$ cat config.mk
export PLATFORM = sky130hd
export DESIGN_NAME = ccsi_fifo
export DESIGN_NICKNAME = d
export VERILOG_FILES = /design/src/rtl/ccsi_pkg.sv /design/src/rtl/ccsi_fifo.sv
export VERILOG_INCLUDE_DIRS = /design/src /design/src/rtl
export SDC_FILE = /design/constraint.sdc
export NUM_CORES = 1
export LEC_CHECK = 0
export BUFFER_PORTS_ARGS = -buffer_cell sky130_fd_sc_hd__clkbuf_2
export CORE_ASPECT_RATIO = 0.6
export CORE_MARGIN = 2
export CORE_UTILIZATION = 56
export CTS_BUF_LIST = sky130_fd_sc_hd__clkbuf_8
export CTS_CLUSTER_DIAMETER = 40
export CTS_CLUSTER_SIZE = 40
export DETAILED_ROUTE_END_ITERATION = 16
export HOLD_SLACK_MARGIN = 0.15
export PLACE_DENSITY = 0.81
export SETUP_SLACK_MARGIN = 0.02
export SYNTH_ARGS = -nofsm -noshare
export SYNTH_HDL_FRONTEND = slang
export SYNTH_SLANG_ARGS = --single-unit
$ cat constraint.sdc
create_clock -name clk -period 6.03 [get_ports clk]
set_clock_uncertainty 0.05 [all_clocks]
set_input_delay 0.3015 -clock clk [delete_from_list [all_inputs] [get_ports clk]]
set_output_delay 0.3015 -clock clk [all_outputs]
set_load 0.005 [all_outputs]
$ cat src/rtl/cartesian_cell_to_simplex_indices_top_assert.svh
// Assertion macros shared by the cell splitter RTL.
// Used by ccsi_fifo and ccsi_back; no other dependencies.
`ifndef CARTESIAN_CELL_TO_SIMPLEX_INDICES_TOP_ASSERT_SVH
`define CARTESIAN_CELL_TO_SIMPLEX_INDICES_TOP_ASSERT_SVH

// Same-cycle implication, disabled while reset is asserted
`define CCSI_ASSERT_IMPLIES(label, clock, reset_n, ante, cons, msg) \
    label: assert property (@(posedge clock) disable iff (!reset_n) (ante) |-> (cons)) \
        else $error(msg);

// Next-cycle implication, disabled while reset is asserted
`define CCSI_ASSERT_NEXT(label, clock, reset_n, ante, cons, msg) \
    label: assert property (@(posedge clock) disable iff (!reset_n) (ante) |=> (cons)) \
        else $error(msg);

`endif

$ cat src/rtl/ccsi_pkg.sv
// Shared types, constants and corner tables of the cell splitter.
// No dependencies; every RTL module refers to it by scoped names.
package ccsi_pkg;

    localparam int MAX_POINTS_PER_AXIS = 1024;
    localparam int QUEUE_DEPTH         = 8;

    localparam int COORD_W     = 10;
    localparam int COUNT_W     = 11;
    localparam int VERTEX_W    = 31;
    localparam int KIND_W      = 2;
    localparam int CFG_INDEX_W = 2;
    localparam int PLANE_W     = 2 * COUNT_W;
    localparam int PROD_J_W    = COORD_W + COUNT_W;
    localparam int STEP_W      = 3;
    localparam int NUM_TETRA   = 5;

    // Configuration register indexes
    localparam logic [CFG_INDEX_W-1:0] CFG_POINTS_I = 2'd0;
    localparam logic [CFG_INDEX_W-1:0] CFG_POINTS_J = 2'd1;
    localparam logic [CFG_INDEX_W-1:0] CFG_POINTS_K = 2'd2;

    localparam logic [COUNT_W-1:0] POINTS_RESET = 11'd2;

    // Element kind codes on the output
    localparam logic [KIND_W-1:0] KIND_BAR      = 2'd0;
    localparam logic [KIND_W-1:0] KIND_TRIANGLE = 2'd1;
    localparam logic [KIND_W-1:0] KIND_TETRA    = 2'd2;

    typedef enum logic [1:0] {
        CLS_ERROR    = 2'd0,
        CLS_BAR      = 2'd1,
        CLS_TRIANGLE = 2'd2,
        CLS_TETRA    = 2'd3
    } cell_class_t;

    typedef struct packed {
        logic [COORD_W-1:0] cell_i;
        logic [COORD_W-1:0] cell_j;
        logic [COORD_W-1:0] cell_k;
    } cell_t;

    typedef struct packed {
        logic [KIND_W-1:0]   element_kind;
        logic [VERTEX_W-1:0] vertex_a;
        logic [VERTEX_W-1:0] vertex_b;
        logic [VERTEX_W-1:0] vertex_c;
        logic [VERTEX_W-1:0] vertex_d;
        logic                last_of_cell;
        logic                cell_error;
    } element_t;

    // Corner code: bit 0 steps i, bit 1 steps j, bit 2 steps k
    typedef logic [2:0] corner_t;

    localparam corner_t CORNER_A = 3'b000;
    localparam corner_t CORNER_B = 3'b001;
    localparam corner_t CORNER_C = 3'b011;
    localparam corner_t CORNER_D = 3'b010;
    localparam corner_t CORNER_E = 3'b100;
    localparam corner_t CORNER_F = 3'b101;
    localparam corner_t CORNER_G = 3'b111;
    localparam corner_t CORNER_H = 3'b110;

    typedef struct packed {
        corner_t a;
        corner_t b;
        corner_t c;
        corner_t d;
    } corner_set_t;

    // Classified cell handed from the front to the back
    typedef struct packed {
        cell_class_t          cls;
        logic                 parity;
        corner_t              dir_u;
        corner_t              dir_v;
        logic [VERTEX_W-1:0]  base;
        logic [COUNT_W-1:0]   stride_j;
        logic [PLANE_W-1:0]   stride_k;
    } job_t;

    localparam corner_set_t TET_EVEN [NUM_TETRA] = '{
        '{CORNER_A, CORNER_B, CORNER_D, CORNER_E},
        '{CORNER_B, CORNER_C, CORNER_D, CORNER_G},
        '{CORNER_D, CORNER_E, CORNER_G, CORNER_H},
        '{CORNER_B, CORNER_E, CORNER_F, CORNER_G},
        '{CORNER_B, CORNER_D, CORNER_E, CORNER_G}
    };

    localparam corner_set_t TET_ODD [NUM_TETRA] = '{
        '{CORNER_A, CORNER_C, CORNER_D, CORNER_H},
        '{CORNER_A, CORNER_F, CORNER_B, CORNER_C},
        '{CORNER_H, CORNER_G, CORNER_F, CORNER_C},
        '{CORNER_F, CORNER_H, CORNER_A, CORNER_E},
        '{CORNER_F, CORNER_A, CORNER_H, CORNER_C}
    };

    // Index of the final element of a cell of the given class
    function automatic logic [STEP_W-1:0] class_last_step(cell_class_t cls);
        logic [STEP_W-1:0] last;
        case (cls)
            CLS_TRIANGLE: last = STEP_W'(1);
            CLS_TETRA:    last = STEP_W'(NUM_TETRA - 1);
            default:      last = '0;
        endcase
        return last;
    endfunction

    // Corners used by one element of a cell
    function automatic corner_set_t select_corners(cell_class_t cls, logic parity,
                                                   logic [STEP_W-1:0] step,
                                                   corner_t dir_u, corner_t dir_v);
        corner_set_t sel;
        sel = '0;
        case (cls)
            CLS_TETRA:
            begin
                sel = parity ? TET_ODD[step] : TET_EVEN[step];
            end
            CLS_TRIANGLE:
            begin
                sel.a = CORNER_A;
                if (step[0] == 1'b0)
                begin
                    sel.b = dir_u;
                    sel.c = dir_u | dir_v;
                end
                else
                begin
                    sel.b = dir_u | dir_v;
                    sel.c = dir_v;
                end
            end
            CLS_BAR:
            begin
                sel.a = CORNER_A;
                sel.b = dir_u;
            end
            default:
            begin
                sel = '0;
            end
        endcase
        return sel;
    endfunction

endpackage

$ cat src/rtl/ccsi_fifo.sv
// Short flop-based queue of classified cells between front and back.
// Depends on ccsi_pkg and the assertion header.
`include "cartesian_cell_to_simplex_indices_top_assert.svh"

module ccsi_fifo #(
    parameter int DEPTH = ccsi_pkg::QUEUE_DEPTH
) (
    input  logic                       clk,
    input  logic                       rst_n,
    input  logic                       push,
    input  ccsi_pkg::job_t             push_data,
    input  logic                       pop,
    output ccsi_pkg::job_t             head,
    output logic                       head_valid,
    output logic [$clog2(DEPTH+1)-1:0] count
);

    localparam int PTR_W = $clog2(DEPTH);
    localparam int CNT_W = $clog2(DEPTH + 1);

    ccsi_pkg::job_t   mem_reg [DEPTH];
    logic [PTR_W-1:0] wr_ptr_reg, wr_ptr_next;
    logic [PTR_W-1:0] rd_ptr_reg, rd_ptr_next;
    logic [CNT_W-1:0] count_reg, count_next;

    // Advance pointers with wrap at the depth
    always_comb
    begin
        wr_ptr_next = wr_ptr_reg;
        rd_ptr_next = rd_ptr_reg;
        count_next  = count_reg;
        if (push)
        begin
            wr_ptr_next = (wr_ptr_reg == PTR_W'(DEPTH - 1)) ? '0 : wr_ptr_reg + PTR_W'(1);
        end
        if (pop)
        begin
            rd_ptr_next = (rd_ptr_reg == PTR_W'(DEPTH - 1)) ? '0 : rd_ptr_reg + PTR_W'(1);
        end
        if (push && !pop)
        begin
            count_next = count_reg + CNT_W'(1);
        end
        else if (pop && !push)
        begin
            count_next = count_reg - CNT_W'(1);
        end
    end

    always_ff @(posedge clk or negedge rst_n)
    begin
        if (!rst_n)
        begin
            wr_ptr_reg <= '0;
            rd_ptr_reg <= '0;
            count_reg  <= '0;
        end
        else
        begin
            wr_ptr_reg <= wr_ptr_next;
            rd_ptr_reg <= rd_ptr_next;
            count_reg  <= count_next;
        end
    end

    // Store entries; payload needs no reset
    always_ff @(posedge clk)
    begin
        if (push)
        begin
            mem_reg[wr_ptr_reg] <= push_data;
        end
    end

    assign head       = mem_reg[rd_ptr_reg];
    assign head_valid = (count_reg != '0);
    assign count      = count_reg;

    `CCSI_ASSERT_IMPLIES(a_fifo_no_overflow, clk, rst_n, push, count_reg != CNT_W'(DEPTH),
        "ccsi_fifo: push into a full queue")
    `CCSI_ASSERT_IMPLIES(a_fifo_no_underflow, clk, rst_n, pop, count_reg != '0,
        "ccsi_fifo: pop from an empty queue")

endmodule

==> results of run 1 <==
-- report_power, final --
part | internal, µW | switching, µW
registers | 5160 | 356
logic | 1780 | 1550
clock network | 846 | 1390
-- final timing paths --
| check | slack, ps | end | start | cells past startpoint |
|---|---|---|---|---|
| worst min-delay path | 420 | rd_ptr_reg[1]$_DFFE_PN0P_ | pop | 3 |
| worst max-delay path | 2520 | head[44] | rd_ptr_reg[0]$_DFFE_PN0P_ | 4 |
| worst max register to register | 3230 | mem_reg[7][52]$_DFFE_PP_ | wr_ptr_reg[0]$_DFFE_PN0P_ | 3 |
| min in group asynchronous | 620 | wr_ptr_reg[1]$_DFFE_PN0P_ | rst_n | 3 |
| max in group asynchronous | 4950 | rd_ptr_reg[0]$_DFFE_PN0P_ | rst_n | 3 |
| worst min register to register | 520 | count[2]$_DFFE_PN0P_ | count[2]$_DFFE_PN0P_ | 2 |
-- area by class of cell --
class                           instances  area [µm²]
Antenna cell                            2        5.00
Clock buffer                           43         592
Clock inverter                         32         373
Fill cell                            2526       13700
Inverter                                4        15.0
Multi-Input combinational cell        269        4550
Sequential cell                       594       17800
Tap cell                              522         653
Timing Repair Buffer                  245        1680
-- metal layers --
metal | vias to the layer above | track usage | share of wire
li1 | 4370 | - | -
met1 | 5345 | 0.299 | 0.43
met5 | - | 0 | 0
met3 | 39 | 0.0380 | 0.062
met4 | 0 | 0.0364 | 0.013
met2 | 276 | 0.324 | 0.50
-- kinds of logic (layout without fill, tap and decap cells) --
| group | count (synthesis) | after routing | share of synthesized area |
|---|---|---|---|
| xor+xnor | 2 | 2 | 0.000777 |
| buf+inv | 46 | 324 | 0.0125 |
| mux | 225 | 225 | 0.185 |
| flops | 594 | 594 | 0.789 |
| compound gates | 8 | 8 | 0.00227 |
| fa+ha+maj | 8 | 8 | 0.00477 |
| simple gates | 26 | 26 | 0.00577 |
| other cells | 0 | 2 | 0 |
-- Yosys cell counts --
| cell | n | area [µm²] |
|---|---|---|
| buf_1 | 10 | 37.5 |
| mux2_2 | 78 | 878 |
| o211ai_1 | 2 | 15.0 |
| a21oi_1 | 2 | 10.0 |
| o21ai_0 | 3 | 15.0 |
| inv_1 | 4 | 15.0 |
| xnor2_1 | 2 | 17.5 |
| or3_1 | 1 | 6.26 |
| buf_2 | 4 | 20.0 |
| clkbuf_1 | 14 | 52.6 |
| buf_6 | 14 | 158 |
| ha_1 | 7 | 87.6 |
| mux2i_1 | 1 | 10.0 |
| nand3b_1 | 3 | 22.5 |
| nor2_1 | 8 | 30.0 |
| nand2b_1 | 2 | 12.5 |
| or4_1 | 2 | 15.0 |
| a2111o_1 | 1 | 11.3 |
| nand3_1 | 2 | 10.0 |
| mux4_2 | 146 | 3290 |
| fa_1 | 1 | 20.0 |
| nor3_1 | 3 | 15.0 |
| edfxtp_1 | 584 | 17500 |
| nand2_1 | 5 | 18.8 |
| dfrtp_1 | 10 | 250 |
-- through the flow --
stage / cells / instance area [µm²]
CTS: 1709 / 25700
floorplan: 909 / 22600
detailed placement: 1557 / 23900
finish: 1711 / 25700
global placement: 1557 / 23900
global route: 1711 / 25700
-- worst reg2reg max path, stage by stage (launching register included) --
cell	delay [ps]
dfrtp_1	570
nand2_1	210
nor2_4	680
buf_4	830
-- cells in the final DEF, fill, tap and decap left out, types with 3 or more instances in the layout --
| cell | Yosys | layout |
|---|---|---|
| clkinv_8 | 0 | 6 |
| edfxtp_1 | 584 | 584 |
| nand2_1 | 5 | 5 |
| inv_1 | 4 | 6 |
| buf_4 | 0 | 11 |
| nor2_4 | 0 | 6 |
| clkbuf_2 | 0 | 154 |
| dlygate4sd3_1 | 0 | 77 |
| mux2_2 | 78 | 78 |
| o21ai_0 | 3 | 3 |
| dfrtp_1 | 10 | 7 |
| nand3b_1 | 3 | 3 |
| buf_12 | 0 | 3 |
| inv_12 | 0 | 5 |
| inv_6 | 0 | 4 |
| dfrtp_4 | 0 | 3 |
| ha_1 | 7 | 7 |
| clkinvlp_4 | 0 | 6 |
| clkbuf_8 | 0 | 43 |
| mux4_2 | 146 | 146 |
-- repair_timing --
item	4_1_cts	5_1_grt
hold buffers	77	0
hold endpoints to repair	600	0
setup buffers	0	0
==> reports/metrics.csv, run 1 <==
metric,value,unit
worst rel slew slack,0.278,
vias per cell,5.86,
Site Rows,56,
IO Port Bufs,154,
per-cell routed wire length,24.2,µm
Initial DRC Count,965,
hold_ws,425,ps
Die Footprint,41900,µm²
drc violations,0,
VDD IR max,0.278,mV
H-tree depth,2,
detailed-route via count,10000,
vias in the first global route,10500,
Post-Synthesis Mean Instance Area,24.8,µm²
Worst EP required,5680,ps
Hold Crit Class,in -> reg,
CP Max Fanout,72,
worst path bufs/invs,2,
die width,263,µm
share of cells above drive strength 1,0.399,
max reg flops,584,
total power,11100,µW
Pleak,0.00829,µW
RSZ-0062 raised after global routing,no,
"Seq/Total Area, Yosys",0.789,
slowest CP cell,dfrtp_4,
"CP delay by family, top",flip-flops,
Fmax,285,MHz
final setup violation count,0,
"Period Utilization, post-route",0.582,
"Hold Vio Cnt, Final",0,
"Clk pin slew, worst setup/hold paths",120,ps
core box area,39400,µm²
clk sinks,594,
CTS Buf Count,41,
Critical Path End Type,primary output,
final RePlAce weighted congestion,0.724,
nets@finish,1240,
critical path launch point type,flop,
Mapped Area,22600,µm²
Max Buffers Root-to-Sink,3,
Max stage delay on crit path,890,ps
Synth Instances,909,
CTS tree,built,
CP Class,reg -> out,
Antenna Nets Post-Route,0,
Final min period,3510,ps
Die H,159,µm
status,"finished, final reports clean",
initial antenna violation count,2,
first-pass GRT wire length,64200,µm
IO Pins,155,
Detailed Place HPWL,22400,µm
largest net degree at the start of global routing,83,
Congestion Overflow GR,0,
Pins Over Slew Limit,0,
CP cell instances,buf_12 > mux4_2 > mux2_2 > clkbuf_2,
final core utilization,0.652,
Initial Util,0.573,
Ys Warns,0,
All-Layer GR Usage,0.202,
# Max-Cap Violations,0,
syn_nets,994,
Clk Tree Root Cell,clkbuf_8,
P&R area growth vs syn,13.8,%
Clock Latency Late Sink,630,ps
CTS resizes,0,
Power Dens Cells,432,nW/µm²
total wire length,41300,µm
Unique masters post-synth,25,
critical path arrival,3160,ps
Slew @ Worst Pin,1080,ps
DR pass1 iterations,5,
number of synthesized register bits,594,
Setup TNS,0,ps
Post-Place Setup Slack,3130,ps
final setup margin,2520,ps
(Power assumes the default switching activity.)
==> inputs of run 2 (changes only) <==
--- a/config.mk
+++ b/config.mk
@@ -9,13 +9,13 @@
 export BUFFER_PORTS_ARGS = -buffer_cell sky130_fd_sc_hd__clkbuf_2
 export CORE_ASPECT_RATIO = 0.6
 export CORE_MARGIN = 2
-export CORE_UTILIZATION = 56
+export CORE_UTILIZATION = 60
 export CTS_BUF_LIST = sky130_fd_sc_hd__clkbuf_8
 export CTS_CLUSTER_DIAMETER = 40
 export CTS_CLUSTER_SIZE = 40
 export DETAILED_ROUTE_END_ITERATION = 16
 export HOLD_SLACK_MARGIN = 0.15
-export PLACE_DENSITY = 0.81
+export PLACE_DENSITY = 0.82
 export SETUP_SLACK_MARGIN = 0.02
 export SYNTH_ARGS = -nofsm -noshare
 export SYNTH_HDL_FRONTEND = slang
==> constraint.sdc (replaced) <==
create_clock -name clk -period 3.5 [get_ports clk]
set_clock_uncertainty 0.05 [all_clocks]
set_input_delay 0.175 -clock clk [delete_from_list [all_inputs] [get_ports clk]]
set_output_delay 0.175 -clock clk [all_outputs]
set_load 0.005 [all_outputs]
==> run 2 against run 1 <==
Against the previous run: global-route usage is 2.0 points higher; total power is 74% higher; register-to-register slack worse by 1900 ps; setup slack worse by 1800 ps; critical path depth stayed put; hold slack worse by 110 ps; combinational power is 84% higher; clock power is 73% higher; die area is 6.5% lower; largest cell class unchanged; sequential share of layout area is 0.49 points lower.
==> reports/metrics.csv, run 2 (synthesized netlist as in run 1, its figures left out) <==
metric,value,unit
CTS Buf Count,44,
Clock power frac,0.200,
final core utilization,0.705,
RSZ-0062 raised after global routing,no,
Clk Tree Root Cell,clkbuf_8,
vias per cell,5.98,
critical path arrival,2600,ps
Final min period,2820,ps
clk sinks,594,
drc violations,0,
Slew @ Worst Pin,858,ps
Initial DRC Count,952,
Max stage delay on crit path,560,ps
Clock Latency Late Sink,620,ps
worst rel slew slack,0.426,
total wire length,41900,µm
CP Depth,4,
final instance area,25900,µm²
Pins Over Slew Limit,0,
Setup TNS,0,ps
"commonest non-fill, non-tap cell in the layout",edfxtp_1,
first-pass GRT wire length,65000,µm
"Clk pin slew, worst setup/hold paths",120,ps
Die Footprint,39200,µm²
Post-Place Setup Slack,1290,ps
fill count,2148,
All-Layer GR Usage,0.222,
Initial Util,0.615,
core box area,36700,µm²
largest net degree at the start of global routing,81,
initial antenna violation count,1,
placed inst area,24100,µm²
Site Rows,54,
nets@finish,1248,
final setup violation count,0,
"Hold Vio Cnt, Final",0,
per-cell routed wire length,24.6,µm
worst path bufs/invs,2,
share of cells above drive strength 1,0.404,
"CP delay by family, top",multiplexers,
"commonest non-fill, non-tap cells in the layout","edfxtp_1 (584), clkbuf_2 (154), mux4_2 (146)",
die width,254,µm
CTS tree,built,
CTS resizes,0,
IO Pins,155,
DR pass1 iterations,5,
hold_ws,312,ps
sequential share of power,0.482,
Detailed Place HPWL,22700,µm
Comb power frac,0.317,
Fmax,355,MHz
H-tree depth,2,
critical path launch point type,flop,
R2R depth,3,
hold path cells,2,
Pleak,0.00838,µW
IO Port Bufs,154,
Die H,154,µm
final setup margin,679,ps
VDD IR max,0.517,mV
final RePlAce weighted congestion,0.744,
flip-flop and latch area,17800,µm²
CP cell instances,buf_4 > mux4_2 > mux2_2 > clkbuf_2,
Pint,13500,µW
max reg flops,584,
Antenna Nets Post-Route,0,
Multi-input gate area,4550,µm²
Congestion Overflow GR,0,
switching share of total power,0.299,
postcts setup bufs,0,
detailed-route via count,10200,
Worst EP required,3270,ps
vias in the first global route,10800,
slowest CP cell,dfrtp_4,
CP Class,reg -> out,
reported net switching power,5760,µW
Max Buffers Root-to-Sink,3,
"Period Utilization, post-route",0.806,
Critical Path End Type,primary output,
Power Dens Cells,746,nW/µm²
P&R area growth vs syn,14.6,%
status,"finished, final reports clean",
Hold Crit Class,in -> reg,
CP Max Fanout,22,
# Max-Cap Violations,0,
==> run 2: cell types whose count changed in the layout (fill, tap and decap cells not counted), moves of 2 or more <==
| cell | delta |
|---|---|
| buf_12 | +13 |
| buf_4 | -8 |
| inv_8 | +6 |
| clkinv_8 | -4 |
| inv_12 | -4 |
| inv_6 | +4 |
| clkbuf_8 | +2 |
| clkinv_1 | +2 |
==> run 2: cell type report <==
class                   instances  area share
clock buffers                  45      0.0240
diodes                          1   0.0000968
flip-flops and latches        594       0.688
repair buffers                250      0.0729
clock inverters                37      0.0136
well taps                     504      0.0244
multi-input cells             269       0.176
inverters                       4    0.000581
==> run 2: metrics by stage <==
step	total power, µW	cells
floorplan	13500	909
global placement	15500	1544
detailed placement	15600	1544
CTS	19500	1703
global route	20200	1704
finish	19300	1704
==> run 2: metal layers <==
metal  up-vias  wire, µm  GRT usage
met5         -         0          0
met2       320     21300      0.370
met3        50      2620     0.0392
li1       4399         -          -
met4         0       574     0.0431
met1      5416     17300      0.318
==> run 2: what timing repair did <==
| action | CTS | global route |
|---|---|---|
| hold buffers | 77 | 0 |
| endpoints found under the setup margin | 0 | 0 |
| hold endpoints to repair | 602 | 0 |
==> run 2: worst paths after layout <==
check,slack [ps],end,from
setup reg to reg,1350,mem_reg[7][50]$_DFFE_PP_,wr_ptr_reg[0]$_DFFE_PN0P_
hold reg to reg,500,count[2]$_DFFE_PN0P_,count[2]$_DFFE_PN0P_
max in group asynchronous,2480,rd_ptr_reg[1]$_DFFE_PN0P_,rst_n
min in group asynchronous,530,rd_ptr_reg[0]$_DFFE_PN0P_,rst_n
setup / recovery,680,head[47],rd_ptr_reg[0]$_DFFE_PN0P_
hold / removal,310,mem_reg[1][1]$_DFFE_PP_,push_data[1]
==> run 2: power by group through the flow <==
stage                     logic (µW)  registers, µW  clock network, µW
after floorplan                 4220           9300                  0
after detailed placement        6170           9470                  0
after global placement          6050           9400                  0
after global routing            6620           9380               4230
after CTS                       6270           9310               3960
final                           6120           9290               3860
==> inputs of run 3 (changes only) <==
--- a/config.mk
+++ b/config.mk
@@ -9,13 +9,13 @@
 export BUFFER_PORTS_ARGS = -buffer_cell sky130_fd_sc_hd__clkbuf_2
 export CORE_ASPECT_RATIO = 0.6
 export CORE_MARGIN = 2
-export CORE_UTILIZATION = 60
+export CORE_UTILIZATION = 56
 export CTS_BUF_LIST = sky130_fd_sc_hd__clkbuf_8
 export CTS_CLUSTER_DIAMETER = 40
 export CTS_CLUSTER_SIZE = 40
 export DETAILED_ROUTE_END_ITERATION = 16
 export HOLD_SLACK_MARGIN = 0.15
-export PLACE_DENSITY = 0.82
+export PLACE_DENSITY = 0.81
 export SETUP_SLACK_MARGIN = 0.02
 export SYNTH_ARGS = -nofsm -noshare
 export SYNTH_HDL_FRONTEND = slang
==> constraint.sdc (replaced) <==
create_clock -name clk -period 2.3 [get_ports clk]
set_clock_uncertainty 0.05 [all_clocks]
set_input_delay 0.115 -clock clk [delete_from_list [all_inputs] [get_ports clk]]
set_output_delay 0.115 -clock clk [all_outputs]
set_load 0.005 [all_outputs]
==> run 3 against run 2 <==
Against the previous run: the run now ends with setup timing left; critical path type unchanged; final area is 4.2% higher; clock power grew 74%; combinational power rose by 85%; largest power group unchanged.
==> reports/metrics.csv, run 3 (synthesized netlist as in run 1, its figures left out) <==
metric,value,unit
Final min period,2590,ps
switching share of total power,0.299,
Initial Util,0.573,
"Period Utilization, post-route",1.13,
largest net degree at the start of global routing,60,
reported net switching power,9620,µW
Congestion Overflow GR,0,
Antenna Nets Post-Route,0,
vias per cell,5.92,
critical path arrival,2430,ps
"Clk pin slew, worst setup/hold paths",120,ps
Worst EP required,2130,ps
slowest CP cell,dfrtp_4,
"commonest non-fill, non-tap cells in the layout","edfxtp_1 (584), clkbuf_2 (151), mux4_2 (146)",
# Max-Cap Violations,0,
reg-to-reg critical path startpoint,rd_ptr_reg[0]$_DFFE_PN0P_,
initial antenna violation count,3,
H-tree depth,2,
CTS Buf Count,45,
vias in the first global route,11000,
Slew @ Worst Pin,555,ps
failing checks,setup timing,
Worst Hold End,mem_reg[7][65]$_DFFE_PP_,
first-pass GRT wire length,67900,µm
Detailed Place HPWL,24000,µm
max reg flops,584,
Setup TNS,-17940,ps
total wire length,45100,µm
share of cells above drive strength 1,0.429,
"Hold Vio Cnt, Final",0,
R2R setup slack,400,ps
Pleak,0.00897,µW
nets@finish,1290,
final setup violation count,73,
core box area,39400,µm²
worst hold start,push_data[65],
final core utilization,0.684,
DR pass1 iterations,5,
R2R depth,6,
hold_ws,253,ps
Crit Reg-Reg Endpoint,rd_ptr_reg[2]$_DFFE_PN0P_,
Critical Path End Type,primary output,
final setup margin,-294,ps
CP cell instances,buf_12 > buf_12 > buf_8 > mux4_2 > mux2_4 > clkbuf_2,
P&R area growth vs syn,19.4,%
per-cell routed wire length,25.5,µm
hold path cells,2,
Fmax,386,MHz
status,finished with violations,
"commonest non-fill, non-tap cell in the layout",edfxtp_1,
Comb power frac,0.352,
IO Port Bufs,154,
Initial DRC Count,1111,
IO Pins,155,
Pins Over Slew Limit,0,
die width,263,µm
Pint,22600,µW
Max Buffers Root-to-Sink,3,
CP Max Fanout,7,
Site Rows,56,
filler-free cell count of the finished design,1766,
# placed instances,1579,
CP Class,reg -> out,
Worst path most repeated cell,buf_12,
sequential share of power,0.439,
worst rel slew slack,0.629,
Hold Crit Class,in -> reg,
All-Layer GR Usage,0.215,
Clk Tree Root Cell,clkbuf_8,
fill count,2359,
detailed-route via count,10400,
Clock power frac,0.208,
clk sinks,594,
RSZ-0062 raised after global routing,yes,
drc violations,0,
Die H,159,µm
CTS tree,built,
critical path launch point type,flop,
Max stage delay on crit path,570,ps
final RePlAce weighted congestion,0.729,
Power Dens Cells,1190,nW/µm²
Clock Latency Late Sink,610,ps
Die Footprint,41900,µm²
VDD IR max,0.853,mV
## run 3: cell count changes in the layout (fill, tap and decap cells not counted), sizes merged, moves of 2 or more
cell and change:
buf +41, clkbuf +3, inv -2, bufinv +3
clkinvlp -3
## run 3: how the worst max path moves through the flow
stage,from,end,slack [ps],depth (start not counted)
after CTS,rd_ptr_reg[0]$_DFFE_PN0P_,head[13],-360,5
after detailed placement,pop,count[3]$_DFFE_PN0P_,230,8
after floorplan,wr_ptr_reg[0]$_DFFE_PN0P_,mem_reg[2][0]$_DFFE_PP_,-770,2
final,rd_ptr_reg[0]$_DFFE_PN0P_,head[70],-290,6
after global routing,rd_ptr_reg[0]$_DFFE_PN0P_,head[9],-380,5
after global placement,rd_ptr_reg[0]$_DFFE_PN0P_,head[61],300,5
## run 3: critical path: cells and delay by family, from the launching register on
kind / cells / cell delay (ps)
muxes: 2 / 710
DFF: 1 / 570
buffers and inverters: 4 / 540
## run 3: power groups by stage
stage / combinational, µW / clock, µW / sequential, µW
floorplan: 6440 / 0 / 14100
global placement: 9480 / 0 / 14400
detailed placement: 9640 / 0 / 14500
CTS: 11100 / 6850 / 14200
global route: 12100 / 7240 / 14300
finish: 11300 / 6700 / 14100
## run 3: metal layers
metal	vias to the layer above	global-route usage	share of wire	routed length (µm)
met5	-	0	0.00029	13
met4	2	0.0410	0.013	574
met3	54	0.0380	0.059	2680
met2	368	0.351	0.50	22500
met1	5522	0.315	0.43	19400
li1	4502	-	-	-
## run 3: layout make-up
class                   count  area, µm²  share of cell area
multi-input cells         269       4690               0.174
clock inverters            36        531              0.0197
diodes                      2       5.00            0.000186
flip-flops and latches    594      17800               0.661
well taps                 522        653              0.0243
repair buffers            291       2570              0.0956
inverters                   4       15.0            0.000558
clock buffers              48        661              0.0245
## run 3: metrics by stage
step,worst slack [ps],total power (µW),instance area [µm²]
after floorplan,-767,20500,22600
after global placement,301,23800,24300
after detailed placement,234,24100,24300
after CTS,-364,32100,26800
after global routing,-380,33600,26900
final,-294,32200,26900
## run 3: what timing repair did
| item | 4_1_cts | 5_1_grt |
|---|---|---|
| buffers inserted | 12 | 8 |
| cloned | 8 | 3 |
| setup endpoints to repair | 73 | 73 |
| endpoints found under the hold margin | 602 | 0 |
| hold buffers | 77 | 0 |
| gates resized for setup | 40 | 32 |
