## src/rtl/cartesian_cell_to_simplex_indices_top_assert.svh

```systemverilog
// Assertion macros shared by the cell splitter RTL.
// Used by ccsi_fifo and ccsi_back; no other dependencies.
`ifndef CARTESIAN_CELL_TO_SIMPLEX_INDICES_TOP_ASSERT_SVH
`define CARTESIAN_CELL_TO_SIMPLEX_INDICES_TOP_ASSERT_SVH

// Same-cycle implication, disabled while reset is asserted
`define CCSI_ASSERT_IMPLIES(label, clock, reset_n, ante, cons, msg) \
    label: assert property (@(posedge clock) disable iff (!reset_n) (ante) |-> (cons)) \
        else $error(msg);

// Next-cycle implication, disabled while reset is asserted
`define CCSI_ASSERT_NEXT(label, clock, reset_n, ante, cons, msg) \
    label: assert property (@(posedge clock) disable iff (!reset_n) (ante) |=> (cons)) \
        else $error(msg);

`endif

```

## src/rtl/ccsi_pkg.sv

```systemverilog
// Shared types, constants and corner tables of the cell splitter.
// No dependencies; every RTL module refers to it by scoped names.
package ccsi_pkg;

    localparam int MAX_POINTS_PER_AXIS = 1024;
    localparam int QUEUE_DEPTH         = 8;

    localparam int COORD_W     = 10;
    localparam int COUNT_W     = 11;
    localparam int VERTEX_W    = 31;
    localparam int KIND_W      = 2;
    localparam int CFG_INDEX_W = 2;
    localparam int PLANE_W     = 2 * COUNT_W;
    localparam int PROD_J_W    = COORD_W + COUNT_W;
    localparam int STEP_W      = 3;
    localparam int NUM_TETRA   = 5;

    // Configuration register indexes
    localparam logic [CFG_INDEX_W-1:0] CFG_POINTS_I = 2'd0;
    localparam logic [CFG_INDEX_W-1:0] CFG_POINTS_J = 2'd1;
    localparam logic [CFG_INDEX_W-1:0] CFG_POINTS_K = 2'd2;

    localparam logic [COUNT_W-1:0] POINTS_RESET = 11'd2;

    // Element kind codes on the output
    localparam logic [KIND_W-1:0] KIND_BAR      = 2'd0;
    localparam logic [KIND_W-1:0] KIND_TRIANGLE = 2'd1;
    localparam logic [KIND_W-1:0] KIND_TETRA    = 2'd2;

    typedef enum logic [1:0] {
        CLS_ERROR    = 2'd0,
        CLS_BAR      = 2'd1,
        CLS_TRIANGLE = 2'd2,
        CLS_TETRA    = 2'd3
    } cell_class_t;

    typedef struct packed {
        logic [COORD_W-1:0] cell_i;
        logic [COORD_W-1:0] cell_j;
        logic [COORD_W-1:0] cell_k;
    } cell_t;

    typedef struct packed {
        logic [KIND_W-1:0]   element_kind;
        logic [VERTEX_W-1:0] vertex_a;
        logic [VERTEX_W-1:0] vertex_b;
        logic [VERTEX_W-1:0] vertex_c;
        logic [VERTEX_W-1:0] vertex_d;
        logic                last_of_cell;
        logic                cell_error;
    } element_t;

    // Corner code: bit 0 steps i, bit 1 steps j, bit 2 steps k
    typedef logic [2:0] corner_t;

    localparam corner_t CORNER_A = 3'b000;
    localparam corner_t CORNER_B = 3'b001;
    localparam corner_t CORNER_C = 3'b011;
    localparam corner_t CORNER_D = 3'b010;
    localparam corner_t CORNER_E = 3'b100;
    localparam corner_t CORNER_F = 3'b101;
    localparam corner_t CORNER_G = 3'b111;
    localparam corner_t CORNER_H = 3'b110;

    typedef struct packed {
        corner_t a;
        corner_t b;
        corner_t c;
        corner_t d;
    } corner_set_t;

    // Classified cell handed from the front to the back
    typedef struct packed {
        cell_class_t          cls;
        logic                 parity;
        corner_t              dir_u;
        corner_t              dir_v;
        logic [VERTEX_W-1:0]  base;
        logic [COUNT_W-1:0]   stride_j;
        logic [PLANE_W-1:0]   stride_k;
    } job_t;

    localparam corner_set_t TET_EVEN [NUM_TETRA] = '{
        '{CORNER_A, CORNER_B, CORNER_D, CORNER_E},
        '{CORNER_B, CORNER_C, CORNER_D, CORNER_G},
        '{CORNER_D, CORNER_E, CORNER_G, CORNER_H},
        '{CORNER_B, CORNER_E, CORNER_F, CORNER_G},
        '{CORNER_B, CORNER_D, CORNER_E, CORNER_G}
    };

    localparam corner_set_t TET_ODD [NUM_TETRA] = '{
        '{CORNER_A, CORNER_C, CORNER_D, CORNER_H},
        '{CORNER_A, CORNER_F, CORNER_B, CORNER_C},
        '{CORNER_H, CORNER_G, CORNER_F, CORNER_C},
        '{CORNER_F, CORNER_H, CORNER_A, CORNER_E},
        '{CORNER_F, CORNER_A, CORNER_H, CORNER_C}
    };

    // Index of the final element of a cell of the given class
    function automatic logic [STEP_W-1:0] class_last_step(cell_class_t cls);
        logic [STEP_W-1:0] last;
        case (cls)
            CLS_TRIANGLE: last = STEP_W'(1);
            CLS_TETRA:    last = STEP_W'(NUM_TETRA - 1);
            default:      last = '0;
        endcase
        return last;
    endfunction

    // Corners used by one element of a cell
    function automatic corner_set_t select_corners(cell_class_t cls, logic parity,
                                                   logic [STEP_W-1:0] step,
                                                   corner_t dir_u, corner_t dir_v);
        corner_set_t sel;
        sel = '0;
        case (cls)
            CLS_TETRA:
            begin
                sel = parity ? TET_ODD[step] : TET_EVEN[step];
            end
            CLS_TRIANGLE:
            begin
                sel.a = CORNER_A;
                if (step[0] == 1'b0)
                begin
                    sel.b = dir_u;
                    sel.c = dir_u | dir_v;
                end
                else
                begin
                    sel.b = dir_u | dir_v;
                    sel.c = dir_v;
                end
            end
            CLS_BAR:
            begin
                sel.a = CORNER_A;
                sel.b = dir_u;
            end
            default:
            begin
                sel = '0;
            end
        endcase
        return sel;
    endfunction

endpackage

```

## src/rtl/ccsi_stream_if.sv

```systemverilog
// Valid/ready stream interface with a typed payload.
// Payload types come from ccsi_pkg at the instance.
interface ccsi_stream_if #(
    parameter type payload_t = logic
);
    logic     valid;
    logic     ready;
    payload_t payload;

    modport source (output valid, output payload, input ready);
    modport sink   (input valid, input payload, output ready);
endinterface

```

## src/rtl/ccsi_back.sv

```systemverilog
// Back part: walks the elements of the queued cell, one a cycle unless stalled,
// into the output register. Depends on ccsi_pkg and the assertion header.
`include "cartesian_cell_to_simplex_indices_top_assert.svh"

module ccsi_back (
    input  logic            clk,
    input  logic            rst_n,
    input  ccsi_pkg::job_t  head,
    input  logic            head_valid,
    output logic            pop,
    ccsi_stream_if.source   elements
);

    localparam int VERTEX_W = ccsi_pkg::VERTEX_W;
    localparam int STEP_W   = ccsi_pkg::STEP_W;

    logic [STEP_W-1:0]      step_reg, step_next;
    logic                   out_valid_reg, out_valid_next;
    ccsi_pkg::element_t     out_data_reg, result;
    ccsi_pkg::corner_set_t  sel;
    logic                   load;
    logic                   is_last;

    // Vertex index of one corner of the cell
    function automatic logic [VERTEX_W-1:0] corner_index(
        logic [VERTEX_W-1:0]          base,
        ccsi_pkg::corner_t            code,
        logic [ccsi_pkg::COUNT_W-1:0] stride_j,
        logic [ccsi_pkg::PLANE_W-1:0] stride_k
    );
        logic [VERTEX_W-1:0] off_j;
        logic [VERTEX_W-1:0] off_k;
        off_j = code[1] ? VERTEX_W'(stride_j) : '0;
        off_k = code[2] ? VERTEX_W'(stride_k) : '0;
        return base + VERTEX_W'(code[0]) + off_j + off_k;
    endfunction

    assign load    = head_valid && (!out_valid_reg || elements.ready);
    assign is_last = (step_reg == ccsi_pkg::class_last_step(head.cls));
    assign pop     = load && is_last;

    assign sel = ccsi_pkg::select_corners(head.cls, head.parity, step_reg,
                                          head.dir_u, head.dir_v);

    // Build the element for the current step
    always_comb
    begin
        result              = '0;
        result.last_of_cell = is_last;
        case (head.cls)
            ccsi_pkg::CLS_TETRA:
            begin
                result.element_kind = ccsi_pkg::KIND_TETRA;
                result.vertex_a = corner_index(head.base, sel.a, head.stride_j, head.stride_k);
                result.vertex_b = corner_index(head.base, sel.b, head.stride_j, head.stride_k);
                result.vertex_c = corner_index(head.base, sel.c, head.stride_j, head.stride_k);
                result.vertex_d = corner_index(head.base, sel.d, head.stride_j, head.stride_k);
            end
            ccsi_pkg::CLS_TRIANGLE:
            begin
                result.element_kind = ccsi_pkg::KIND_TRIANGLE;
                result.vertex_a = corner_index(head.base, sel.a, head.stride_j, head.stride_k);
                result.vertex_b = corner_index(head.base, sel.b, head.stride_j, head.stride_k);
                result.vertex_c = corner_index(head.base, sel.c, head.stride_j, head.stride_k);
            end
            ccsi_pkg::CLS_BAR:
            begin
                result.element_kind = ccsi_pkg::KIND_BAR;
                result.vertex_a = corner_index(head.base, sel.a, head.stride_j, head.stride_k);
                result.vertex_b = corner_index(head.base, sel.b, head.stride_j, head.stride_k);
            end
            default:
            begin
                result.element_kind = ccsi_pkg::KIND_BAR;
                result.cell_error   = 1'b1;
                result.last_of_cell = 1'b1;
            end
        endcase
    end

    // Advance the step counter; clear it when the cell is done
    always_comb
    begin
        step_next      = step_reg;
        out_valid_next = out_valid_reg;
        if (load)
        begin
            step_next      = is_last ? '0 : step_reg + STEP_W'(1);
            out_valid_next = 1'b1;
        end
        else if (elements.ready)
        begin
            out_valid_next = 1'b0;
        end
    end

    always_ff @(posedge clk or negedge rst_n)
    begin
        if (!rst_n)
        begin
            step_reg      <= '0;
            out_valid_reg <= 1'b0;
        end
        else
        begin
            step_reg      <= step_next;
            out_valid_reg <= out_valid_next;
        end
    end

    // Hold the element until the transaction completes
    always_ff @(posedge clk)
    begin
        if (load)
        begin
            out_data_reg <= result;
        end
    end

    assign elements.valid   = out_valid_reg;
    assign elements.payload = out_data_reg;

    `CCSI_ASSERT_NEXT(a_pop_marks_last, clk, rst_n, pop,
        out_valid_reg && out_data_reg.last_of_cell,
        "ccsi_back: cell retired without a last element")
    `CCSI_ASSERT_IMPLIES(a_error_is_empty, clk, rst_n, out_valid_reg && out_data_reg.cell_error,
        out_data_reg.vertex_a == '0 && out_data_reg.vertex_b == '0 && out_data_reg.last_of_cell,
        "ccsi_back: error element carries vertices")
    `CCSI_ASSERT_IMPLIES(a_step_in_range, clk, rst_n, head_valid,
        step_reg <= ccsi_pkg::class_last_step(head.cls),
        "ccsi_back: step beyond the element count of the cell")

endmodule

```

## src/flat_wrapper.sv

```systemverilog
// flat-port wrapper written by rule: the top's interface ports become plain ports
module ccsi_back_flat 
  (clk, rst_n, head, head_valid, pop, elements_valid, elements_payload, elements_ready);
  ccsi_stream_if elements_i ();
  input  logic clk;
  input  logic rst_n;
  input  ccsi_pkg::job_t head;
  input  logic head_valid;
  output logic pop;
  output wire logic [$bits(elements_i.valid)-1:0] elements_valid;
  output wire logic [$bits(elements_i.payload)-1:0] elements_payload;
  input wire logic [$bits(elements_i.ready)-1:0] elements_ready;
  assign elements_valid = elements_i.valid;
  assign elements_payload = elements_i.payload;
  assign elements_i.ready = elements_ready;
  ccsi_back u_core (.clk(clk), .rst_n(rst_n), .head(head), .head_valid(head_valid), .pop(pop), .elements(elements_i));
endmodule
```

## config.mk

```make
export PLATFORM = sky130hd
export DESIGN_NAME = ccsi_back_flat
export DESIGN_NICKNAME = d
export VERILOG_FILES = /design/src/rtl/ccsi_pkg.sv /design/src/rtl/ccsi_stream_if.sv /design/src/rtl/ccsi_back.sv /design/src/flat_wrapper.sv
export VERILOG_INCLUDE_DIRS = /design/src /design/src/rtl
export SDC_FILE = /design/constraint.sdc
export NUM_CORES = 1
export LEC_CHECK = 0
export ABC_AREA = 1
export BUFFER_PORTS_ARGS = -buffer_cell sky130_fd_sc_hd__buf_2
export CAP_MARGIN = 20
export CORE_UTILIZATION = 21
export DETAILED_ROUTE_END_ITERATION = 10
export PLACE_DENSITY = 0.82
export SYNTH_ARGS = -nofsm -noshare
export SYNTH_HDL_FRONTEND = slang
export SYNTH_SLANG_ARGS = --single-unit
```

## constraint.sdc

```tcl
create_clock -name clk -period 2.26 [get_ports clk]
set_input_delay 0.113 -clock clk [delete_from_list [all_inputs] [get_ports clk]]
set_output_delay 0.113 -clock clk [all_outputs]
set_load 0.05 [all_outputs]
```

==> impl_metrics.ini, run 1 <==
[outcome]
status = finished clean

[critical_path]
ff2ff_setup_slack_ps = 1220
worst-path-buf-inv = 1
crit_start = u_core.elements.valid
critPathSlowestCell = dfrtp_1
reg2reg_to = u_core.step_reg[2]
crit_fanout = 5
worstPathCellList = nand2_2 > nand2_4 > nor3_4 > buf_2
critPathArrivalTime_ps = 1310
cp.required_ps = 2150
crit_path_max_incr_delay_ps = 370
crit_path_end_kind = primary output
rr_worst_depth = 6
critPathTopFamily = simple AND/OR/NAND/NOR gates
r2r_start = u_core.step_reg[0]
path_class = flop to primary output
setup.worst_path.start_class = flop

[routing]
drt_first_iter_violations = 2
dr.pass1.iters = 2
vias = 272
routedWlPerCell_um = 8.32
drt_wl_total_um = 549
antenna_left = 0
vias_per_cell = 4.12
drc_errors = 0

[synth]
yosysWarnings = 0
synth_edf_count = 1
synth_area_leader_cell = dfrtp_1
async_flop_share_pct = 80.0
synth.net_count = 116
ys_ff_latch = 5
synthDistinctLibCells = 14
yosysSeqAreaShare_pct = 43.3
synth_most_common_cell = nand2_1
syn_inst = 38
synth_ff_type = dfrtp_1
ys_top_cells_by_count = nand2_1 (12), inv_1 (6), dfrtp_1 (4), nand2_2 (3)
syn_area_um2 = 300
syn_avg_cell_area_um2 = 7.90
yosysTopAreaCellShare_pct = 33.3
synth_area_leaders = dfrtp_1 (33%), nand2_1 (15%), edfxtp_1 (10%), inv_1 (7.5%), nand2_2 (6.3%)

[timing]
whs_ps = 182
final_max_slew_viol_count = 0
hold_viol_final = 0
slew_headroom_pct = 83.5
period_share_pct = 63.0
rsz0062_at_grt = no
setup_viol = 0
period_minus_slack_ps = 1420
tightestPinTransition_ps = 249
setup_tns_ps = 0
finalClockSkew_ps = 0.572
fmax_ghz = 0.703
finalWorstSetupSlack_ps = 837

[global_route]
grt_pass1_wl_um = 855
grt_max_degree = 6
grt_use_total_pct = 9.46
gr-total-overflow = 0
grt_pass1_vias = 243
antenna_found_initial = 0

[job]
drv_cap = 0

[layout]
largest_reg_flops = 3
area_growth_pct = 31.7
finish.utilization_pct = 30.0
num-fill-cells = 138
seq_area_um2 = 130
multi_input_area_um2 = 144
layout-drive-gt1-share_pct = 35.3
layout.nets = 130
antenna_cells = 0

[worst_hold_path]
whs_endpoint = u_core.elements.valid
min_from = head_valid
whs_path_depth = 3
hold_path.class = input pin to flop

[floorplanning]
die_y_um = 39.8
die_area_mm2 = 0.00159
die_w_um = 39.8
coreArea_mm2 = 0.00132
rows = 13
start_util_pct = 22.8
io_pins = 80

[clock_network]
htreeDepth = 1
cts.clk_slew.worst_paths_ps = 40
cts_inserted_buffers = 3
cts_sinks = 5
cts_buffer_depth = 2
clockRootBuffer = clkbuf_4
clkLatencyLatePin_ps = 230
cts_tree = done

[placed_design]
place_congestion = 0.633
hpwl_um = 479
portBuffers = 8
place_ws_ps = 1080

[power_and_ir_drop]
ir_drop_mv = 0.509
p_per_area_mw_per_mm2 = 1040
finalPower_w = 0.000412
p_leak_nw = 0.207
==> layer usage <==
metal | track usage (%) | vias up | share of wire (%)
li1 | - | 144 | -
met1 | 7.93 | 122 | 41
met2 | 14.8 | 4 | 55
met3 | 5.11 | 2 | 2.6
met4 | 10.3 | 0 | 1.5
met5 | 0 | - | 0
==> final cells by class <==
cell class	count	area share, %
Inverter	7	6.65
Tap cell	15	4.75
Sequential cell	5	32.9
Timing Repair Buffer	9	12.7
Clock buffer	4	6.65
Multi-Input combinational cell	26	36.4
==> worst reg2reg max path: cells and delay by family (launching register included) <==
| kind | cells | cell delay (ps) |
|---|---|---|
| buffers and inverters | 1 | 40 |
| adder cells (fa/ha/maj) | 1 | 230 |
| flip-flops | 1 | 400 |
| AND/OR/NAND/NOR | 4 | 290 |
==> worst max path at each step <==
stage                         end  slack (ps)  cells after the start
3_5_place_dp                  pop        1080                      4
5_1_grt                       pop         750                      4
6_report                      pop         840                      4
4_1_cts                       pop         820                      4
3_3_place_gp                  pop        1080                      4
2_1_floorplan  u_core.step_reg[2]         740                      4
==> cells by family after synthesis <==
logic type	after synthesis	share of synthesized area (%)
fa+ha+maj	1	4.17
flops	5	43.3
buf+inv	7	8.75
compound gates	2	3.33
simple gates	23	40.4
==> timing repair <==
action                                  in CTS  in global routing
buffers inserted                             0                  0
hold buffers                                 1                  0
endpoints found under the setup margin       0                  0
hold endpoints to repair                     4                  0
resized for setup                            0                  0
==> cell usage in the layout (no fill, tap or decap) <==
cell type,instances
nand2_1,12
buf_2,8
inv_1,6
dfrtp_1,4
nand2_2,3
clkbuf_4,3
nand3_1,2
nor2_1,2
o21ai_1,2
nand2_4,1
inv_2,1
nor3_4,1
nand4_1,1
nor2_2,1
ha_1,1
clkbuf_1,1
dlygate4sd3_1,1
edfxtp_1,1
==> per-stage QoR <==
stage	std cells	cell area, um^2
after floorplan	38	300
after global placement	61	359
after detailed placement	61	359
after CTS	66	395
after global routing	66	395
final	66	395
==> power by group <==
part / internal, W / switching, W / total (W) / leakage [nW]
clock: 0.0000665 / 0.0000327 / 0.0000992 / 0.0150
combinational: 0.0000592 / 0.000115 / 0.000174 / 0.132
sequential: 0.000118 / 0.0000214 / 0.000139 / 0.0603
(Power assumes the default switching activity.)
==> run 2, diff against run 1 <==
--- a/config.mk
+++ b/config.mk
@@ -9,9 +9,9 @@
 export ABC_AREA = 1
 export BUFFER_PORTS_ARGS = -buffer_cell sky130_fd_sc_hd__buf_2
 export CAP_MARGIN = 20
-export CORE_UTILIZATION = 21
+export CORE_UTILIZATION = 20
 export DETAILED_ROUTE_END_ITERATION = 10
-export PLACE_DENSITY = 0.82
+export PLACE_DENSITY = 0.79
 export SYNTH_ARGS = -nofsm -noshare
 export SYNTH_HDL_FRONTEND = slang
 export SYNTH_SLANG_ARGS = --single-unit
==> constraint.sdc (replaced) <==
create_clock -name clk -period 1.5 [get_ports clk]
set_input_delay 0.075 -clock clk [delete_from_list [all_inputs] [get_ports clk]]
set_output_delay 0.075 -clock clk [all_outputs]
set_load 0.05 [all_outputs]
==> impl_metrics.ini, run 2 (same netlist as run 1, synthesis figures left out) <==
[floorplanning]
die_area_mm2 = 0.00166
coreArea_mm2 = 0.00135
rows = 13
die_w_um = 40.8
io_pins = 80
start_util_pct = 22.2
die_y_um = 40.8

[power_and_ir_drop]
swShare_pct = 40.7
netSwitchingPower_w = 0.000255
seqPwrFrac_pct = 33.5
intPower_w = 0.000372
ir_drop_mv = 0.480
p_per_area_mw_per_mm2 = 1580
combPwrFrac_pct = 41.9
p_leak_nw = 0.207
p_clk_share_pct = 24.6

[clock_network]
cts_inserted_buffers = 3
cts_sinks = 5
htreeDepth = 1
cts_buffer_depth = 2
cts.clk_slew.worst_paths_ps = 40
cts_tree = done
clockRootBuffer = clkbuf_4
clkLatencyLatePin_ps = 240
post_cts_buffers = 0

[worst_hold_path]
whs_path_depth = 3
hold_path.class = input pin to flop
whs_endpoint = u_core.elements.valid
min_from = head_valid

[placed_design]
portBuffers = 8
hpwl_um = 438
place_ws_ps = 314
place_congestion = 0.709

[routing]
drc_errors = 0
antenna_left = 0
drt_wl_total_um = 529
dr.pass1.iters = 2
vias = 266
vias_per_cell = 4.03
routedWlPerCell_um = 8.02
drt_first_iter_violations = 1

[critical_path]
path_class = flop to primary output
worstPathCellList = inv_1 > nand3_1 > nand2_2 > nor3_4 > buf_4
crit_path_end_kind = primary output
cp.required_ps = 1420
critPathArrivalTime_ps = 1300
rr_worst_depth = 6
reg2reg_to = u_core.step_reg[2]
setup.worst_path.start_class = flop
crit_path_max_incr_delay_ps = 380
r2r_start = u_core.step_reg[0]
crit_fanout = 4
ff2ff_setup_slack_ps = 480
critPathSlowestCell = dfrtp_1

[global_route]
grt_max_degree = 6
antenna_found_initial = 0
grt_pass1_vias = 191
grt_pass1_wl_um = 724
gr-total-overflow = 0
grt_use_total_pct = 7.82

[layout]
num-fill-cells = 154
antenna_cells = 0
most-common-layout-cells = nand2_1 (12), buf_2 (7), inv_1 (6)
layout_commonest_cell = nand2_1
layout-drive-gt1-share_pct = 35.3
largest_reg_flops = 3
area_growth_pct = 32.5
layout.nets = 130

[timing]
tightestPinTransition_ps = 248
final_max_slew_viol_count = 0
hold_viol_final = 0
period_minus_slack_ps = 1370
fmax_ghz = 0.729
rsz0062_at_grt = no
slew_headroom_pct = 83.6
finalClockSkew_ps = 1.37
setup_viol = 0
setup_tns_ps = 0
period_share_pct = 91.5
finalWorstSetupSlack_ps = 128

[job]
drv_cap = 0

[outcome]
status = finished clean
[run 2: cell count changes in the layout (fill, tap and decap cells not counted)]
cell   before  now
buf_2       8    7
buf_4       0    1
[run 2: final cells by class]
type / instances / area, um^2 / area share [%]
Timing Repair Buffer: 9 / 52.6 / 13.2
Tap cell: 15 / 18.8 / 4.72
Sequential cell: 5 / 130 / 32.7
Multi-Input combinational cell: 26 / 144 / 36.2
Inverter: 7 / 26.3 / 6.60
Clock buffer: 4 / 26.3 / 6.60
[run 2: per-stage QoR]
step	hold slack [ps]	std cells	util (%)	total power [W]	instance area (um^2)
2_1_floorplan	-221	38	-	0.000418	300
5_1_grt	153	66	29.5	0.000676	398
4_1_cts	134	66	29.3	0.000632	395
3_3_place_gp	-115	61	26.6	0.000465	359
6_report	133	66	29.5	0.000627	398
3_5_place_dp	-111	61	26.6	0.000470	359
[run 2: routing by layer]
metal | up-vias | routed length [um] | GRT usage [%]
met3 | 4 | 40 | 6.52
li1 | 143 | - | -
met5 | - | 0 | 0
met2 | 7 | 226 | 9.13
met4 | 0 | 21 | 7.50
met1 | 112 | 240 | 8.28
[run 2: what timing repair did]
action / CTS / global route
hold buffers: 1 / 0
setup endpoints to repair: 0 / 1
gates resized for setup: 0 / 2
hold endpoints to repair: 4 / 0
[run 2: power groups by stage]
stage | combinational (W) | clock (W) | sequential, W
6_report | 0.000263 | 0.000155 | 0.000210
5_1_grt | 0.000293 | 0.000168 | 0.000215
4_1_cts | 0.000262 | 0.000161 | 0.000210
3_5_place_dp | 0.000258 | 0 | 0.000212
3_3_place_gp | 0.000254 | 0 | 0.000211
2_1_floorplan | 0.000196 | 0 | 0.000222
[run 2: worst max-delay path: cells and delay by family, from the launching register on]
family | cells | cell delay (ps)
buffers and inverters | 2 | 290
DFF | 1 | 380
and+or+nand+nor | 3 | 360
[run 2: worst max path at each step]
stage | to | slack (ps) | cells past startpoint | from
after detailed placement | pop | 310 | 5 | u_core.step_reg[0]
after floorplan | u_core.step_reg[2] | 50 | 4 | u_core.elements.valid
after global placement | pop | 340 | 5 | u_core.step_reg[0]
after CTS | pop | 50 | 5 | u_core.step_reg[0]
final | pop | 130 | 5 | u_core.step_reg[0]
after global routing | pop | 30 | 5 | u_core.step_reg[0]
==> run 3, diff against run 2 <==
--- a/config.mk
+++ b/config.mk
@@ -7,11 +7,11 @@
 export NUM_CORES = 1
 export LEC_CHECK = 0
 export ABC_AREA = 1
-export BUFFER_PORTS_ARGS = -buffer_cell sky130_fd_sc_hd__buf_2
 export CAP_MARGIN = 20
-export CORE_UTILIZATION = 20
+export CORE_AREA = 2 2 39 41
 export DETAILED_ROUTE_END_ITERATION = 10
-export PLACE_DENSITY = 0.79
+export DIE_AREA = 0 0 41 43
+export DONT_BUFFER_PORTS = 1
 export SYNTH_ARGS = -nofsm -noshare
 export SYNTH_HDL_FRONTEND = slang
 export SYNTH_SLANG_ARGS = --single-unit
==> impl_metrics.ini, run 3 (same netlist as run 1, synthesis figures left out) <==
[outcome]
status = finished clean

[clock_network]
cts_resized = 0
cts_buffer_depth = 2
clkLatencyLatePin_ps = 250
clockRootBuffer = clkbuf_4
cts.clk_slew.worst_paths_ps = 50
cts_hold_buf = 2
htreeDepth = 1
post_cts_buffers = 0
cts_inserted_buffers = 3
cts_sinks = 5
cts_tree = done

[global_route]
gr-total-overflow = 0
grt_pass1_wl_um = 903
antenna_found_initial = 0
grt_pass1_vias = 236
grt_use_total_pct = 8.28
grt_max_degree = 6

[routing]
drt_wl_total_um = 551
vias = 246
vias_per_cell = 3.97
top_layer = met3
routedWlPerCell_um = 8.89
dr.pass1.iters = 2
antenna_left = 0
drt_first_iter_violations = 3
dr_wl_met2_um = 237
m1WireLength_um = 279
drc_errors = 0
wl_met3_um = 34

[placed_design]
portBuffers = 0
place_congestion = 0.758
hpwl_um = 439

[floorplanning]
die_w_um = 41
start_util_pct = 21.7
coreArea_mm2 = 0.00138
io_pins = 80
die_area_mm2 = 0.00176
die_y_um = 43
rows = 14

[power_and_ir_drop]
p_per_area_mw_per_mm2 = 1640
p_leak_nw = 0.194
ir_drop_mv = 0.483

[timing]
setup_viol = 0
finalClockSkew_ps = 8.75
slew_headroom_pct = 69.3
period_minus_slack_ps = 1390
final_max_slew_viol_count = 0
setup_tns_ps = 0
fmax_ghz = 0.721
tightestPinTransition_ps = 462
rsz0062_at_grt = no
hold_viol_final = 0
period_share_pct = 92.5

[layout]
antenna_cells = 0
layout.nets = 125
num-fill-cells = 148
finish.utilization_pct = 28.6
layout_commonest_cell = nand2_1
largest_reg_flops = 3
area_growth_pct = 31.7
most-common-layout-cells = nand2_1 (12), inv_1 (6), dfrtp_1 (4)
layout-drive-gt1-share_pct = 28.3

[worst_hold_path]
whs_endpoint = u_core.elements.payload
whs_path_depth = 1
hold_path.class = input pin to flop
min_from = head[71]

[job]
drv_cap = 0

[critical_path]
ff2ff_setup_slack_ps = 440
worstPathCellList = inv_1 > nand3_1 > nand2_2 > nor3_4 > buf_12
cp.required_ps = 1420
setup.worst_path.start_class = flop
path_class = flop to primary output
crit_path_end_kind = primary output
reg2reg_to = u_core.step_reg[2]
critPathArrivalTime_ps = 1310
crit_path_max_incr_delay_ps = 400
crit_fanout = 4
rr_worst_depth = 5
r2r_start = u_core.step_reg[0]
critPathSlowestCell = dfrtp_1
run 3: changes by cell type in the layout (fill, tap and decap cells not counted), sizes merged:
cell	before	now
buf	8	2
clkinv	0	1
clkbuf	4	3
dlygate4sd3	1	2
run 3: how the worst max path moves through the flow:
stage / startpoint / to / slack, ps
floorplan: u_core.elements.valid / u_core.step_reg[2] / 50
global placement: u_core.step_reg[0] / pop / 380
detailed placement: u_core.step_reg[0] / pop / 370
CTS: u_core.step_reg[0] / pop / 90
global route: u_core.step_reg[0] / pop / 30
finish: u_core.step_reg[0] / pop / 110
run 3: final cells by class:
type | instances | area (um^2) | area share, %
Tap cell | 16 | 20.0 | 5.06
Clock buffer | 3 | 22.5 | 5.70
Sequential cell | 5 | 130 | 32.9
Multi-Input combinational cell | 26 | 144 | 36.4
Timing Repair Buffer | 4 | 47.5 | 12.0
Inverter | 7 | 26.3 | 6.65
Clock inverter | 1 | 5.00 | 1.27
run 3: layer usage:
metal | global-route usage [%] | vias up
li1 | - | 133
met1 | 11.1 | 107
met2 | 9.38 | 6
met3 | 3.14 | 0
met4 | 8.00 | 0
met5 | 0 | -
run 3: power by group:
group | total [W] | internal (W) | switching (W)
clock | 0.000157 | 0.0000967 | 0.0000598
sequential | 0.000220 | 0.000178 | 0.0000427
combinational | 0.000271 | 0.000110 | 0.000160
run 3: worst max-delay path: cells and delay by family (launching register included):
family,cells,cell delay [ps]
buffers and inverters,2,240
DFF,1,400
and+or+nand+nor,3,410
run 3: per-stage QoR:
step / cells / cell area (um^2) / hold slack, ps / power (W) / worst slack (ps)
floorplan: 38 / 300 / -221 / 0.000418 / 50.5
global placement: 56 / 348 / -220 / 0.000483 / 383
detailed placement: 56 / 348 / -220 / 0.000486 / 370
CTS: 62 / 395 / 6.17 / 0.000657 / 92.0
global route: 62 / 395 / 14.4 / 0.000699 / 25.6
finish: 62 / 395 / 12.6 / 0.000648 / 113
